==> config.mk <==
export PLATFORM = sky130hd
export DESIGN_NAME = delta_list_task_scheduler_flat
export DESIGN_NICKNAME = d
export VERILOG_FILES = /design/src/design/dlts_pkg.sv /design/src/design/dlts_if.sv /design/src/design/dlts_dp.sv /design/src/design/dlts_ctrl.sv /design/src/design/delta_list_task_scheduler.sv /design/src/flat_wrapper.sv
export SDC_FILE = /design/constraint.sdc
export NUM_CORES = 2
export LEC_CHECK = 0
export ABC_AREA = 0
export ABC_CLOCK_PERIOD_IN_PS = 9300
export BUFFER_PORTS_ARGS = -buffer_cell sky130_fd_sc_hd__buf_2
export CELL_PAD_IN_SITES_DETAIL_PLACEMENT = 1
export CELL_PAD_IN_SITES_GLOBAL_PLACEMENT = 2
export CORE_ASPECT_RATIO = 1.1
export CORE_MARGIN = 2
export CORE_UTILIZATION = 34
export CTS_CLUSTER_DIAMETER = 30
export CTS_CLUSTER_SIZE = 28
export DETAILED_ROUTE_END_ITERATION = 10
export HOLD_SLACK_MARGIN = 0.15
export PLACE_DENSITY_LB_ADDON = 0.1
export SLEW_MARGIN = 20
export SYNTH_ARGS = -nofsm -noshare
export SYNTH_HDL_FRONTEND = slang
export SYNTH_SLANG_ARGS = --single-unit
==> constraint.sdc <==
create_clock -name clk -period 9.3 [get_ports clk]
set_input_delay 0.93 -clock clk [delete_from_list [all_inputs] [get_ports clk]]
set_output_delay 0.93 -clock clk [all_outputs]
set_load 0.005 [all_outputs]
==> src/design/dlts_pkg.sv <==
// dlts_pkg: shared types and constants of the delta-list task scheduler
// entry layout, opcodes, controller command and datapath status structs
// no dependencies
`timescale 1ns / 1ps

package dlts_pkg;

    localparam int unsigned TICK_W     = 29;
    localparam int unsigned TAG_W      = 32;
    localparam int unsigned ID_W       = 4;
    localparam int unsigned MS_W       = 32;
    localparam int unsigned RESULT_MAX = 16;
    localparam int unsigned N_W        = 5;
    // ceil(2^35 / 10): x / 10 == (x * RECIP_TEN) >> 35 for every 32-bit x
    localparam logic [31:0] RECIP_TEN  = 32'hCCCC_CCCD;

    typedef enum logic [1:0] {
        OP_ADD      = 2'd0,
        OP_TICK     = 2'd1,
        OP_DISPATCH = 2'd2,
        OP_NONE     = 2'd3
    } opcode_t;

    typedef enum logic [1:0] {
        OK_ADD,
        OK_REFUSE,
        OK_DISPATCH,
        OK_EMPTY
    } out_kind_t;

    typedef struct packed {
        logic [TICK_W-1:0] delta;
        logic [TICK_W-1:0] period;
        logic [TAG_W-1:0]  tag;
        logic [ID_W-1:0]   id;
    } entry_t;

    typedef struct packed {
        logic      add_load;
        logic      walk_rd;
        logic      walk_step;
        logic      shup_init;
        logic      shdn_init;
        logic      rd_idx;
        logic      rd_head;
        logic      wr_up;
        logic      wr_dn;
        logic      wr_new;
        logic      tick_wr;
        logic      len_dec;
        logic      head_load;
        logic      nid_inc;
        logic      n_clr;
        logic      out_load;
        out_kind_t out_kind;
        logic      out_last;
    } dp_cmd_t;

    typedef struct packed {
        logic len_zero;
        logic len_full;
        logic nid_full;
        logic walk_more;
        logic walk_pass;
        logic shup_more;
        logic shdn_more;
        logic head_due;
        logic per_zero;
        logic n_zero;
        logic n_lim;
        logic out_free;
    } dp_status_t;

    function automatic logic [TICK_W-1:0] div10(input logic [MS_W-1:0] x);
        logic [63:0] prod;
        prod = {32'd0, x} * {32'd0, RECIP_TEN};
        return prod[63:35];
    endfunction

endpackage

==> src/design/dlts_if.sv <==
// dlts_if: request and response channel interfaces of the task scheduler
// depends on dlts_pkg for field widths
`timescale 1ns / 1ps

interface dlts_req_if;
    logic                      valid;
    logic                      ready;
    logic [1:0]                opcode;
    logic [dlts_pkg::MS_W-1:0] delay_ms;
    logic [dlts_pkg::MS_W-1:0] period_ms;
    logic [dlts_pkg::TAG_W-1:0] task_tag;

    modport source (output valid, opcode, delay_ms, period_ms, task_tag, input ready);
    modport sink (input valid, opcode, delay_ms, period_ms, task_tag, output ready);
endinterface

interface dlts_rsp_if;
    logic                       valid;
    logic                       ready;
    logic                       accepted;
    logic [dlts_pkg::ID_W-1:0]  task_id;
    logic                       due;
    logic [dlts_pkg::TAG_W-1:0] due_tag;
    logic                       last;

    modport source (output valid, accepted, task_id, due, due_tag, last, input ready);
    modport sink (input valid, accepted, task_id, due, due_tag, last, output ready);
endinterface

==> src/design/dlts_dp.sv <==
// dlts_dp: datapath of the task scheduler: entry memory, walk and shift
// pointers, queue counters and the response register; depends on dlts_pkg
`timescale 1ns / 1ps

module dlts_dp #(
    parameter int unsigned MAX_TASKS = 16
) (
    input  logic                        clk,
    input  logic                        rst_n,
    input  dlts_pkg::dp_cmd_t           cmd,
    output dlts_pkg::dp_status_t        status,
    input  logic [dlts_pkg::MS_W-1:0]   delay_ms,
    input  logic [dlts_pkg::MS_W-1:0]   period_ms,
    input  logic [dlts_pkg::TAG_W-1:0]  task_tag,
    input  logic                        out_ready,
    output logic                        out_valid,
    output logic                        accepted,
    output logic [dlts_pkg::ID_W-1:0]   task_id,
    output logic                        due,
    output logic [dlts_pkg::TAG_W-1:0]  due_tag,
    output logic                        last
);

    localparam int unsigned AW = (MAX_TASKS > 1) ? $clog2(MAX_TASKS) : 1;
    localparam int unsigned PW = $clog2(MAX_TASKS + 1);
    localparam int unsigned IW = PW + 1;

    dlts_pkg::entry_t mem [MAX_TASKS];
    dlts_pkg::entry_t rd_reg;

    logic [PW-1:0]               len_reg, nid_reg, pos_reg;
    logic [IW-1:0]               idx_reg;
    logic [dlts_pkg::N_W-1:0]    n_reg;
    logic [dlts_pkg::TICK_W-1:0] rem_reg, per_reg;
    logic [dlts_pkg::TAG_W-1:0]  tag_reg;
    logic [dlts_pkg::ID_W-1:0]   id_reg;
    logic                        out_valid_reg;

    logic [IW-1:0]      idx_up, idx_dn, pos_ext;
    logic               mem_rd, mem_we;
    logic [AW-1:0]      rd_addr, wr_addr;
    dlts_pkg::entry_t   wr_data, moved;

    assign idx_up  = idx_reg + IW'(1);
    assign idx_dn  = idx_reg - IW'(1);
    assign pos_ext = IW'(pos_reg);

    assign status.len_zero  = (len_reg == '0);
    assign status.len_full  = (len_reg == PW'(MAX_TASKS));
    assign status.nid_full  = (nid_reg == PW'(MAX_TASKS));
    assign status.walk_more = (pos_reg < len_reg);
    assign status.walk_pass = (rd_reg.delta <= rem_reg);
    assign status.shup_more = (idx_up > pos_ext);
    assign status.shdn_more = (idx_reg < IW'(len_reg));
    assign status.head_due  = (rd_reg.delta == '0);
    assign status.per_zero  = (per_reg == '0);
    assign status.n_zero    = (n_reg == '0);
    assign status.n_lim     = (n_reg == dlts_pkg::N_W'(dlts_pkg::RESULT_MAX));
    assign status.out_free  = !out_valid_reg || out_ready;

    // the entry that lands right behind the new one gives up the new delta
    always_comb
    begin
        moved = rd_reg;
        if (cmd.wr_up && idx_reg == pos_ext)
        begin
            moved.delta = rd_reg.delta - rem_reg;
        end
        if (cmd.tick_wr)
        begin
            moved.delta = rd_reg.delta - dlts_pkg::TICK_W'(1);
        end
    end

    always_comb
    begin
        mem_rd  = cmd.walk_rd || cmd.rd_idx || cmd.rd_head;
        rd_addr = '0;
        if (cmd.walk_rd)
        begin
            rd_addr = pos_reg[AW-1:0];
        end
        else if (cmd.rd_idx)
        begin
            rd_addr = idx_reg[AW-1:0];
        end
        mem_we  = cmd.wr_up || cmd.wr_dn || cmd.wr_new || cmd.tick_wr;
        wr_addr = '0;
        wr_data = moved;
        if (cmd.wr_up)
        begin
            wr_addr = idx_up[AW-1:0];
        end
        else if (cmd.wr_dn)
        begin
            wr_addr = idx_dn[AW-1:0];
        end
        else if (cmd.wr_new)
        begin
            wr_addr = pos_reg[AW-1:0];
            wr_data = '{delta: rem_reg, period: per_reg, tag: tag_reg, id: id_reg};
        end
    end

    always_ff @(posedge clk)
    begin
        if (mem_rd)
        begin
            rd_reg <= mem[rd_addr];
        end
        if (mem_we)
        begin
            mem[wr_addr] <= wr_data;
        end
    end

    always_ff @(posedge clk)
    begin
        if (cmd.add_load)
        begin
            rem_reg <= dlts_pkg::div10(delay_ms);
            per_reg <= dlts_pkg::div10(period_ms);
            tag_reg <= task_tag;
            id_reg  <= dlts_pkg::ID_W'(nid_reg);
            pos_reg <= '0;
        end
        else if (cmd.head_load)
        begin
            rem_reg <= rd_reg.period;
            per_reg <= rd_reg.period;
            tag_reg <= rd_reg.tag;
            id_reg  <= rd_reg.id;
            pos_reg <= '0;
        end
        else if (cmd.walk_step)
        begin
            rem_reg <= rem_reg - rd_reg.delta;
            pos_reg <= pos_reg + PW'(1);
        end
        if (cmd.shup_init)
        begin
            idx_reg <= IW'(len_reg) - IW'(1);
        end
        else if (cmd.shdn_init)
        begin
            idx_reg <= IW'(1);
        end
        else if (cmd.wr_up)
        begin
            idx_reg <= idx_dn;
        end
        else if (cmd.wr_dn)
        begin
            idx_reg <= idx_up;
        end
        if (cmd.out_load)
        begin
            accepted <= 1'b0;
            task_id  <= '0;
            due      <= 1'b0;
            due_tag  <= '0;
            last     <= 1'b0;
            case (cmd.out_kind)
                dlts_pkg::OK_ADD:
                begin
                    accepted <= 1'b1;
                    task_id  <= id_reg;
                end
                dlts_pkg::OK_DISPATCH:
                begin
                    task_id <= id_reg;
                    due     <= 1'b1;
                    due_tag <= tag_reg;
                    last    <= cmd.out_last;
                end
                dlts_pkg::OK_EMPTY:
                begin
                    last <= 1'b1;
                end
                default:
                begin
                end
            endcase
        end
    end

    always_ff @(posedge clk or negedge rst_n)
    begin
        if (!rst_n)
        begin
            len_reg       <= '0;
            nid_reg       <= '0;
            n_reg         <= '0;
            out_valid_reg <= 1'b0;
        end
        else
        begin
            if (cmd.wr_new)
            begin
                len_reg <= len_reg + PW'(1);
            end
            else if (cmd.len_dec)
            begin
                len_reg <= len_reg - PW'(1);
            end
            if (cmd.nid_inc)
            begin
                nid_reg <= nid_reg + PW'(1);
            end
            if (cmd.n_clr)
            begin
                n_reg <= '0;
            end
            else if (cmd.head_load)
            begin
                n_reg <= n_reg + dlts_pkg::N_W'(1);
            end
            if (cmd.out_load)
            begin
                out_valid_reg <= 1'b1;
            end
            else if (out_ready)
            begin
                out_valid_reg <= 1'b0;
            end
        end
    end

    assign out_valid = out_valid_reg;

endmodule

==> src/design/dlts_ctrl.sv <==
// dlts_ctrl: sequencer of the task scheduler: add, tick and dispatch flows
// over the datapath's memory; depends on dlts_pkg
`timescale 1ns / 1ps

module dlts_ctrl (
    input  logic                  clk,
    input  logic                  rst_n,
    input  logic                  in_valid,
    input  logic [1:0]            opcode,
    output logic                  in_ready,
    output dlts_pkg::dp_cmd_t     cmd,
    input  dlts_pkg::dp_status_t  status
);

    typedef enum logic [4:0] {
        S_IDLE,
        S_REFUSE,
        S_WALK,
        S_WALK_CHK,
        S_SHUP_INIT,
        S_SHUP,
        S_SHUP_WR,
        S_NEW,
        S_ADD_OUT,
        S_TICK_RD,
        S_TICK_WR,
        S_DSP_RD,
        S_DSP_CHK,
        S_DSP_EMIT,
        S_DSP_TAKE,
        S_POP_INIT,
        S_POP,
        S_POP_WR,
        S_DSP_END
    } state_t;

    state_t state_reg, state_next;
    logic   from_add_reg, from_add_next;

    assign in_ready = (state_reg == S_IDLE);

    always_comb
    begin
        cmd           = '0;
        cmd.out_kind  = dlts_pkg::OK_EMPTY;
        state_next    = state_reg;
        from_add_next = from_add_reg;
        unique case (state_reg)
            S_IDLE:
            begin
                if (in_valid)
                begin
                    unique case (dlts_pkg::opcode_t'(opcode))
                        dlts_pkg::OP_ADD:
                        begin
                            cmd.add_load  = 1'b1;
                            from_add_next = 1'b1;
                            if (status.nid_full || status.len_full)
                            begin
                                state_next = S_REFUSE;
                            end
                            else
                            begin
                                state_next = S_WALK;
                            end
                        end
                        dlts_pkg::OP_TICK:
                        begin
                            state_next = S_TICK_RD;
                        end
                        dlts_pkg::OP_DISPATCH:
                        begin
                            cmd.n_clr  = 1'b1;
                            state_next = S_DSP_RD;
                        end
                        default:
                        begin
                        end
                    endcase
                end
            end
            S_REFUSE:
            begin
                if (status.out_free)
                begin
                    cmd.out_load = 1'b1;
                    cmd.out_kind = dlts_pkg::OK_REFUSE;
                    state_next   = S_IDLE;
                end
            end
            S_WALK:
            begin
                if (status.walk_more)
                begin
                    cmd.walk_rd = 1'b1;
                    state_next  = S_WALK_CHK;
                end
                else
                begin
                    state_next = S_SHUP_INIT;
                end
            end
            S_WALK_CHK:
            begin
                if (status.walk_pass)
                begin
                    cmd.walk_step = 1'b1;
                    state_next    = S_WALK;
                end
                else
                begin
                    state_next = S_SHUP_INIT;
                end
            end
            S_SHUP_INIT:
            begin
                cmd.shup_init = 1'b1;
                state_next    = S_SHUP;
            end
            S_SHUP:
            begin
                if (status.shup_more)
                begin
                    cmd.rd_idx = 1'b1;
                    state_next = S_SHUP_WR;
                end
                else
                begin
                    state_next = S_NEW;
                end
            end
            S_SHUP_WR:
            begin
                cmd.wr_up  = 1'b1;
                state_next = S_SHUP;
            end
            S_NEW:
            begin
                cmd.wr_new = 1'b1;
                state_next = from_add_reg ? S_ADD_OUT : S_DSP_RD;
            end
            S_ADD_OUT:
            begin
                if (status.out_free)
                begin
                    cmd.out_load = 1'b1;
                    cmd.out_kind = dlts_pkg::OK_ADD;
                    cmd.nid_inc  = 1'b1;
                    state_next   = S_IDLE;
                end
            end
            S_TICK_RD:
            begin
                cmd.rd_head = 1'b1;
                state_next  = S_TICK_WR;
            end
            S_TICK_WR:
            begin
                cmd.tick_wr = !status.len_zero && !status.head_due;
                state_next  = S_IDLE;
            end
            S_DSP_RD:
            begin
                if (!status.len_zero && !status.n_lim)
                begin
                    cmd.rd_head = 1'b1;
                    state_next  = S_DSP_CHK;
                end
                else
                begin
                    state_next = S_DSP_END;
                end
            end
            S_DSP_CHK:
            begin
                state_next = status.head_due ? S_DSP_EMIT : S_DSP_END;
            end
            S_DSP_EMIT:
            begin
                // the previous due entry goes out once another one follows
                if (status.n_zero)
                begin
                    state_next = S_DSP_TAKE;
                end
                else if (status.out_free)
                begin
                    cmd.out_load = 1'b1;
                    cmd.out_kind = dlts_pkg::OK_DISPATCH;
                    state_next   = S_DSP_TAKE;
                end
            end
            S_DSP_TAKE:
            begin
                cmd.head_load = 1'b1;
                from_add_next = 1'b0;
                state_next    = S_POP_INIT;
            end
            S_POP_INIT:
            begin
                cmd.shdn_init = 1'b1;
                state_next    = S_POP;
            end
            S_POP:
            begin
                if (status.shdn_more)
                begin
                    cmd.rd_idx = 1'b1;
                    state_next = S_POP_WR;
                end
                else
                begin
                    cmd.len_dec = 1'b1;
                    state_next  = status.per_zero ? S_DSP_RD : S_WALK;
                end
            end
            S_POP_WR:
            begin
                cmd.wr_dn  = 1'b1;
                state_next = S_POP;
            end
            S_DSP_END:
            begin
                if (status.out_free)
                begin
                    cmd.out_load = 1'b1;
                    cmd.out_kind = status.n_zero ? dlts_pkg::OK_EMPTY
                                                 : dlts_pkg::OK_DISPATCH;
                    cmd.out_last = 1'b1;
                    state_next   = S_IDLE;
                end
            end
            default:
            begin
                state_next = S_IDLE;
            end
        endcase
    end

    always_ff @(posedge clk or negedge rst_n)
    begin
        if (!rst_n)
        begin
            state_reg    <= S_IDLE;
            from_add_reg <= 1'b0;
        end
        else
        begin
            state_reg    <= state_next;
            from_add_reg <= from_add_next;
        end
    end

endmodule

==> src/design/delta_list_task_scheduler.sv <==
// delta_list_task_scheduler: sorted delta-list timer queue of periodic tasks
// one request at a time; add walks the queue, then shifts entries up by one
// memory access pair each before it writes the new entry
// tick decrements the head delta; dispatch costs a pop per due task plus a reinsert of each periodic one
// a response waits in an output register; requests resume once it is loaded
// rst_n clears the queue length, identifier counter and controller; no memory sweep
`timescale 1ns / 1ps

module delta_list_task_scheduler #(
    parameter int unsigned MAX_TASKS = 16
) (
    input  logic       clk,
    input  logic       rst_n,
    dlts_req_if.sink   req,
    dlts_rsp_if.source rsp
);

    dlts_pkg::dp_cmd_t    cmd;
    dlts_pkg::dp_status_t status;

    dlts_ctrl u_ctrl (
        .clk      (clk),
        .rst_n    (rst_n),
        .in_valid (req.valid),
        .opcode   (req.opcode),
        .in_ready (req.ready),
        .cmd      (cmd),
        .status   (status)
    );

    dlts_dp #(
        .MAX_TASKS (MAX_TASKS)
    ) u_dp (
        .clk       (clk),
        .rst_n     (rst_n),
        .cmd       (cmd),
        .status    (status),
        .delay_ms  (req.delay_ms),
        .period_ms (req.period_ms),
        .task_tag  (req.task_tag),
        .out_ready (rsp.ready),
        .out_valid (rsp.valid),
        .accepted  (rsp.accepted),
        .task_id   (rsp.task_id),
        .due       (rsp.due),
        .due_tag   (rsp.due_tag),
        .last      (rsp.last)
    );

endmodule

==> src/flat_wrapper.sv <==
// flat-port wrapper written by rule: the top's interface ports become plain ports
module delta_list_task_scheduler_flat 
#(
    parameter int unsigned MAX_TASKS = 16
)
  (clk, rst_n, req_valid, req_opcode, req_delay_ms, req_period_ms, req_task_tag, req_ready, rsp_valid, rsp_accepted, rsp_task_id, rsp_due, rsp_due_tag, rsp_last, rsp_ready);
  dlts_req_if req_i ();
  dlts_rsp_if rsp_i ();
  input  logic clk;
  input  logic rst_n;
  input wire logic [$bits(req_i.valid)-1:0] req_valid;
  input wire logic [$bits(req_i.opcode)-1:0] req_opcode;
  input wire logic [$bits(req_i.delay_ms)-1:0] req_delay_ms;
  input wire logic [$bits(req_i.period_ms)-1:0] req_period_ms;
  input wire logic [$bits(req_i.task_tag)-1:0] req_task_tag;
  output wire logic [$bits(req_i.ready)-1:0] req_ready;
  output wire logic [$bits(rsp_i.valid)-1:0] rsp_valid;
  output wire logic [$bits(rsp_i.accepted)-1:0] rsp_accepted;
  output wire logic [$bits(rsp_i.task_id)-1:0] rsp_task_id;
  output wire logic [$bits(rsp_i.due)-1:0] rsp_due;
  output wire logic [$bits(rsp_i.due_tag)-1:0] rsp_due_tag;
  output wire logic [$bits(rsp_i.last)-1:0] rsp_last;
  input wire logic [$bits(rsp_i.ready)-1:0] rsp_ready;
  assign req_i.valid = req_valid;
  assign req_i.opcode = req_opcode;
  assign req_i.delay_ms = req_delay_ms;
  assign req_i.period_ms = req_period_ms;
  assign req_i.task_tag = req_task_tag;
  assign req_ready = req_i.ready;
  assign rsp_valid = rsp_i.valid;
  assign rsp_accepted = rsp_i.accepted;
  assign rsp_task_id = rsp_i.task_id;
  assign rsp_due = rsp_i.due;
  assign rsp_due_tag = rsp_i.due_tag;
  assign rsp_last = rsp_i.last;
  assign rsp_i.ready = rsp_ready;
  delta_list_task_scheduler #(.MAX_TASKS(MAX_TASKS)) u_core (.clk(clk), .rst_n(rst_n), .req(req_i), .rsp(rsp_i));
endmodule
==> impl_summary.txt <==
----------------------------------------------------
[Place]
  Post-detail-place hpwl ... 248000 um
  Number of port buffers ... 142
  Placement Setup Slack ... 0.115 ns
  Global placement routability congestion ... 0.908

[Floorplan]
  Site row count ... 215
  Starting density of the core ... 0.342
  Standard cell core area ... 312000 um^2
  Die area ... 318000 um^2
  Top-level I/O count ... 143
  Horizontal die dimension ... 538 um
  Y dimension of the die ... 591 um

[Yosys]
  Xor and xnor area share after synthesis ... 0.0192
  Distinct cell type count after synthesis ... 76
  Part of the Yosys area used for sequential elements ... 0.495
  Async S/R FF share, synth ... 0.0125
  Synthesized instance count ... 9072
  Largest family of logic cells by synthesized area ... adder cells
  Synth Net Count ... 10700
  Simple-gate share of the synthesized area ... 0.0967
  Mux contribution to synthesized area ... 0.0183
  Post-synth EDFFs ... 1737
  Post-Synth Adder-Cell Area ... 0.237
  Area of the mapped netlist ... 107000 um^2
  Compound-Gate Fraction of Synth Area ... 0.0786
  Number of flip-flops and latches in the synthesized netlist ... 1764
  Yosys warning total ... 0
  Average cell area after synthesis ... 11.8 um^2
  Most frequently used flop master after synthesis ... sky130_fd_sc_hd__edfxtp_1

[Clock tree]
  Worst-path clk slew ... 0.05 ns
  CTS Sinks ... 1764
  Worst skew pair latency ... 0.85 ns
  H-tree lvl count ... 5
  Post_cts resized ... 0
  TritonCTS clock tree ... yes
  Hold bufs inserted after CTS ... 1
  Clock buffer depth ... 4
  Root buffer cell ... sky130_fd_sc_hd__clkbuf_16
  Num CTS Buffers ... 358
  Buffer count from post-CTS setup fixing ... 0

[Timing]
  Highest Clock Rate ... 123 MHz
  Ratio of final minimum period to clock period ... 0.871
  Worst slack on hold paths ... 0.346 ns
  Unrepaired setup endpoints after global routing ... no
  Final-layout setup total negative slack ... 0 ns
  Hold Violations, Final ... 0
  Setup-violating endpoint count in the final report ... 0
  Worst clock skew ... 0.0541 ns
  Post-route minimum period ... 8.10 ns
  Slew at the pin closest to its max-slew limit ... 1.13 ns
  Max-slew violations ... 0
  Worst max-slew margin expressed relative to the limit ... 0.245
  Crit path setup slack, layout ... 1.20 ns

[Worst setup path]
  Most common cell type on the critical path ... sky130_fd_sc_hd__fa_1
  Crit path max-delay cell type ... sky130_fd_sc_hd__a2111oi_0
  Crit path largest cell delay ... 0.70 ns
  Kind of start point of the critical path ... input port
  Classification of the worst setup path ... input port to register
  Worst EP required ... 9.86 ns
  Total buffers and inverters traversed by the critical path ... 7
  CP Max Fanout ... 5
  Critical Path Sink Type ... register
  Critical path's top delay family ... adder cells
  Critical Path AT ... 8.67 ns

[Route]
  Length of the first detailed-routing pass in iterations ... 8
  Number of vias in the routed layout ... 70500
  Number of remaining DRC errors ... 0
  Via density ... 5.10
  Initial DRC Count ... 3723
  Residual antenna-violating net count after detailed routing ... 0
  Routed wire per std cell ... 26.4 um
  Final wirelength ... 365000 um

[Job]
  Max-capacitance violation count ... 0

[Finish]
  Number of flip-flops under the largest register name ... 1504
  Layout cells sized above 1 ... 0.0974
  Utilization after layout ... 0.400
  FILL cells ... 33100
  Number of nets at the end of the flow ... 11000
  Area overhead of the layout relative to synthesis ... 17.1%
  Top reg by flops ... u_core.u_dp.mem

[GRT]
  First-pass GRT wire length ... 540000 um
  Met1 usage ... 0.304
  Met3 usage ... 0.0237
  Routing layer with the top usage in global route ... met2
  Pin count of the biggest net entering global routing ... 149
  GRT Util Overall ... 0.230
  Remaining global-route overflow ... 0
  Vias in the first global route ... 78100
  Number of antenna violations at the first check in global routing ... 4
  Met2 usage in global routing ... 0.401

[Status]
  Outcome ... complete, no violations

[Hold path]
  Min-delay worst type ... input port to register

----------------------------------------------------
## layout make-up
cell class	count	area, um^2	share of cell area
multi-input cells	5797	48300	0.386
repair buffers	308	2180	0.0174
inverters	1165	4380	0.0350
flip-flops and latches	1764	52800	0.423
diodes	1	2.50	0.0000200
well taps	4123	5160	0.0413
clock inverters	259	2970	0.0237
clock buffers	398	9220	0.0737
## synth_stat cells, types with 8 or more instances
cell / count / area (um^2)
sky130_fd_sc_hd__and2_1: 65 / 407
sky130_fd_sc_hd__a21oi_1: 814 / 4070
sky130_fd_sc_hd__edfxtp_1: 1737 / 52200
sky130_fd_sc_hd__or3_1: 13 / 81.3
sky130_fd_sc_hd__o31ai_1: 11 / 82.6
sky130_fd_sc_hd__mux2i_1: 189 / 1890
sky130_fd_sc_hd__nor2_1: 179 / 672
sky130_fd_sc_hd__a21o_1: 116 / 871
sky130_fd_sc_hd__nand2b_1: 25 / 156
sky130_fd_sc_hd__buf_6: 21 / 236
sky130_fd_sc_hd__nor3_1: 59 / 295
sky130_fd_sc_hd__clkbuf_1: 211 / 792
sky130_fd_sc_hd__xnor2_1: 119 / 1040
sky130_fd_sc_hd__a22oi_1: 10 / 75.1
sky130_fd_sc_hd__o21bai_1: 29 / 218
sky130_fd_sc_hd__a31oi_1: 32 / 200
sky130_fd_sc_hd__o21ai_0: 183 / 916
sky130_fd_sc_hd__o21a_1: 20 / 150
sky130_fd_sc_hd__ha_1: 776 / 9710
sky130_fd_sc_hd__nand2_1: 1652 / 6200
sky130_fd_sc_hd__nand4_1: 39 / 244
sky130_fd_sc_hd__or4_1: 189 / 1420
sky130_fd_sc_hd__nand3_1: 57 / 285
sky130_fd_sc_hd__dfrtp_1: 22 / 551
sky130_fd_sc_hd__nor4_1: 19 / 119
sky130_fd_sc_hd__buf_1: 42 / 158
sky130_fd_sc_hd__fa_1: 776 / 15500
sky130_fd_sc_hd__o211ai_1: 23 / 173
sky130_fd_sc_hd__a211oi_1: 34 / 255
sky130_fd_sc_hd__or2_2: 8 / 50.1
sky130_fd_sc_hd__buf_2: 71 / 355
sky130_fd_sc_hd__inv_1: 1164 / 4370
sky130_fd_sc_hd__nor2b_1: 22 / 138
sky130_fd_sc_hd__o22ai_1: 102 / 638
sky130_fd_sc_hd__xor2_1: 115 / 1010
sky130_fd_sc_hd__and3_1: 19 / 119
## metal layers
metal | routed length (um) | up-vias
li1 | - | 32000
met1 | 161000 | 36900
met2 | 183000 | 1204
met3 | 11000 | 413
met4 | 9800 | 2
met5 | 13 | -
## stage by stage
stage / cell area [um^2] / std cells
6_report: 125000 / 13800
5_1_grt: 125000 / 13800
4_1_cts: 125000 / 13800
3_5_place_dp: 113000 / 13200
3_3_place_gp: 113000 / 13200
2_1_floorplan: 107000 / 9072
## cell families after synthesis
group / after synthesis
buf+inv: 1511
flops: 1764
compound gates: 1457
fa+ha+maj: 1552
mux: 194
xor+xnor: 234
simple gates: 2360
## cell usage in the layout, fill, tap and decap left out, types with 20 or more instances in the layout
master	netlist	routed
sky130_fd_sc_hd__nand2_1	1652	1650
sky130_fd_sc_hd__nor2_1	179	161
sky130_fd_sc_hd__o211ai_1	23	23
sky130_fd_sc_hd__o21a_1	20	20
sky130_fd_sc_hd__nand3_1	57	56
sky130_fd_sc_hd__nand4_1	39	39
sky130_fd_sc_hd__nand2b_1	25	25
sky130_fd_sc_hd__nor2b_1	22	22
sky130_fd_sc_hd__a211oi_1	34	33
sky130_fd_sc_hd__a21o_1	116	116
sky130_fd_sc_hd__mux2i_1	189	189
sky130_fd_sc_hd__xor2_1	115	115
sky130_fd_sc_hd__clkbuf_16	0	363
sky130_fd_sc_hd__a31oi_1	32	31
sky130_fd_sc_hd__fa_1	776	776
sky130_fd_sc_hd__a21oi_1	814	809
sky130_fd_sc_hd__clkinv_4	0	30
sky130_fd_sc_hd__clkinvlp_4	0	44
sky130_fd_sc_hd__xnor2_1	119	119
sky130_fd_sc_hd__clkinv_1	1	50
sky130_fd_sc_hd__clkbuf_1	211	35
sky130_fd_sc_hd__dfrtp_1	22	22
sky130_fd_sc_hd__o21bai_1	29	29
sky130_fd_sc_hd__inv_6	0	30
sky130_fd_sc_hd__o22ai_1	102	102
sky130_fd_sc_hd__bufinv_16	0	50
sky130_fd_sc_hd__o21ai_0	183	177
sky130_fd_sc_hd__buf_4	1	148
sky130_fd_sc_hd__clkinv_2	0	46
sky130_fd_sc_hd__or4_1	189	189
sky130_fd_sc_hd__ha_1	776	776
sky130_fd_sc_hd__and2_1	65	65
sky130_fd_sc_hd__inv_1	1164	1163
sky130_fd_sc_hd__buf_2	71	142
sky130_fd_sc_hd__nor3_1	59	56
sky130_fd_sc_hd__edfxtp_1	1737	1737
## final timing paths
path                            depth (start not counted)                                from                            endpoint  slack [ns]
worst max-delay path                                   26                   req_period_ms[16]   u_core.u_dp.per_reg[20]$_DFFE_PP_        1.20
worst max register to register                         18    u_core.u_dp.idx_reg[0]$_DFFE_PP_    u_core.u_dp.rd_reg[84]$_DFFE_PP_        3.48
min in group asynchronous                               2                               rst_n  u_core.u_dp.nid_reg[1]$_DFFE_PN0P_        0.67
worst min-delay path                                    3                     req_task_tag[1]    u_core.u_dp.tag_reg[1]$_DFFE_PP_        0.35
max in group asynchronous                               2                               rst_n    u_core.u_dp.n_reg[2]$_DFFE_PN0P_        8.17
worst min register to register                          1  u_core.u_dp.nid_reg[4]$_DFFE_PN0P_  u_core.u_dp.nid_reg[4]$_DFFE_PN0P_        0.48
## worst min-delay path: stages
cell	delay, ns
sky130_fd_sc_hd__buf_2	0.08
sky130_fd_sc_hd__nand2_1	0.05
sky130_fd_sc_hd__nand2_1	0.05
Power is not shown: default switching activity piles up to over one toggle a cycle in this logic, so the estimate is an artifact.
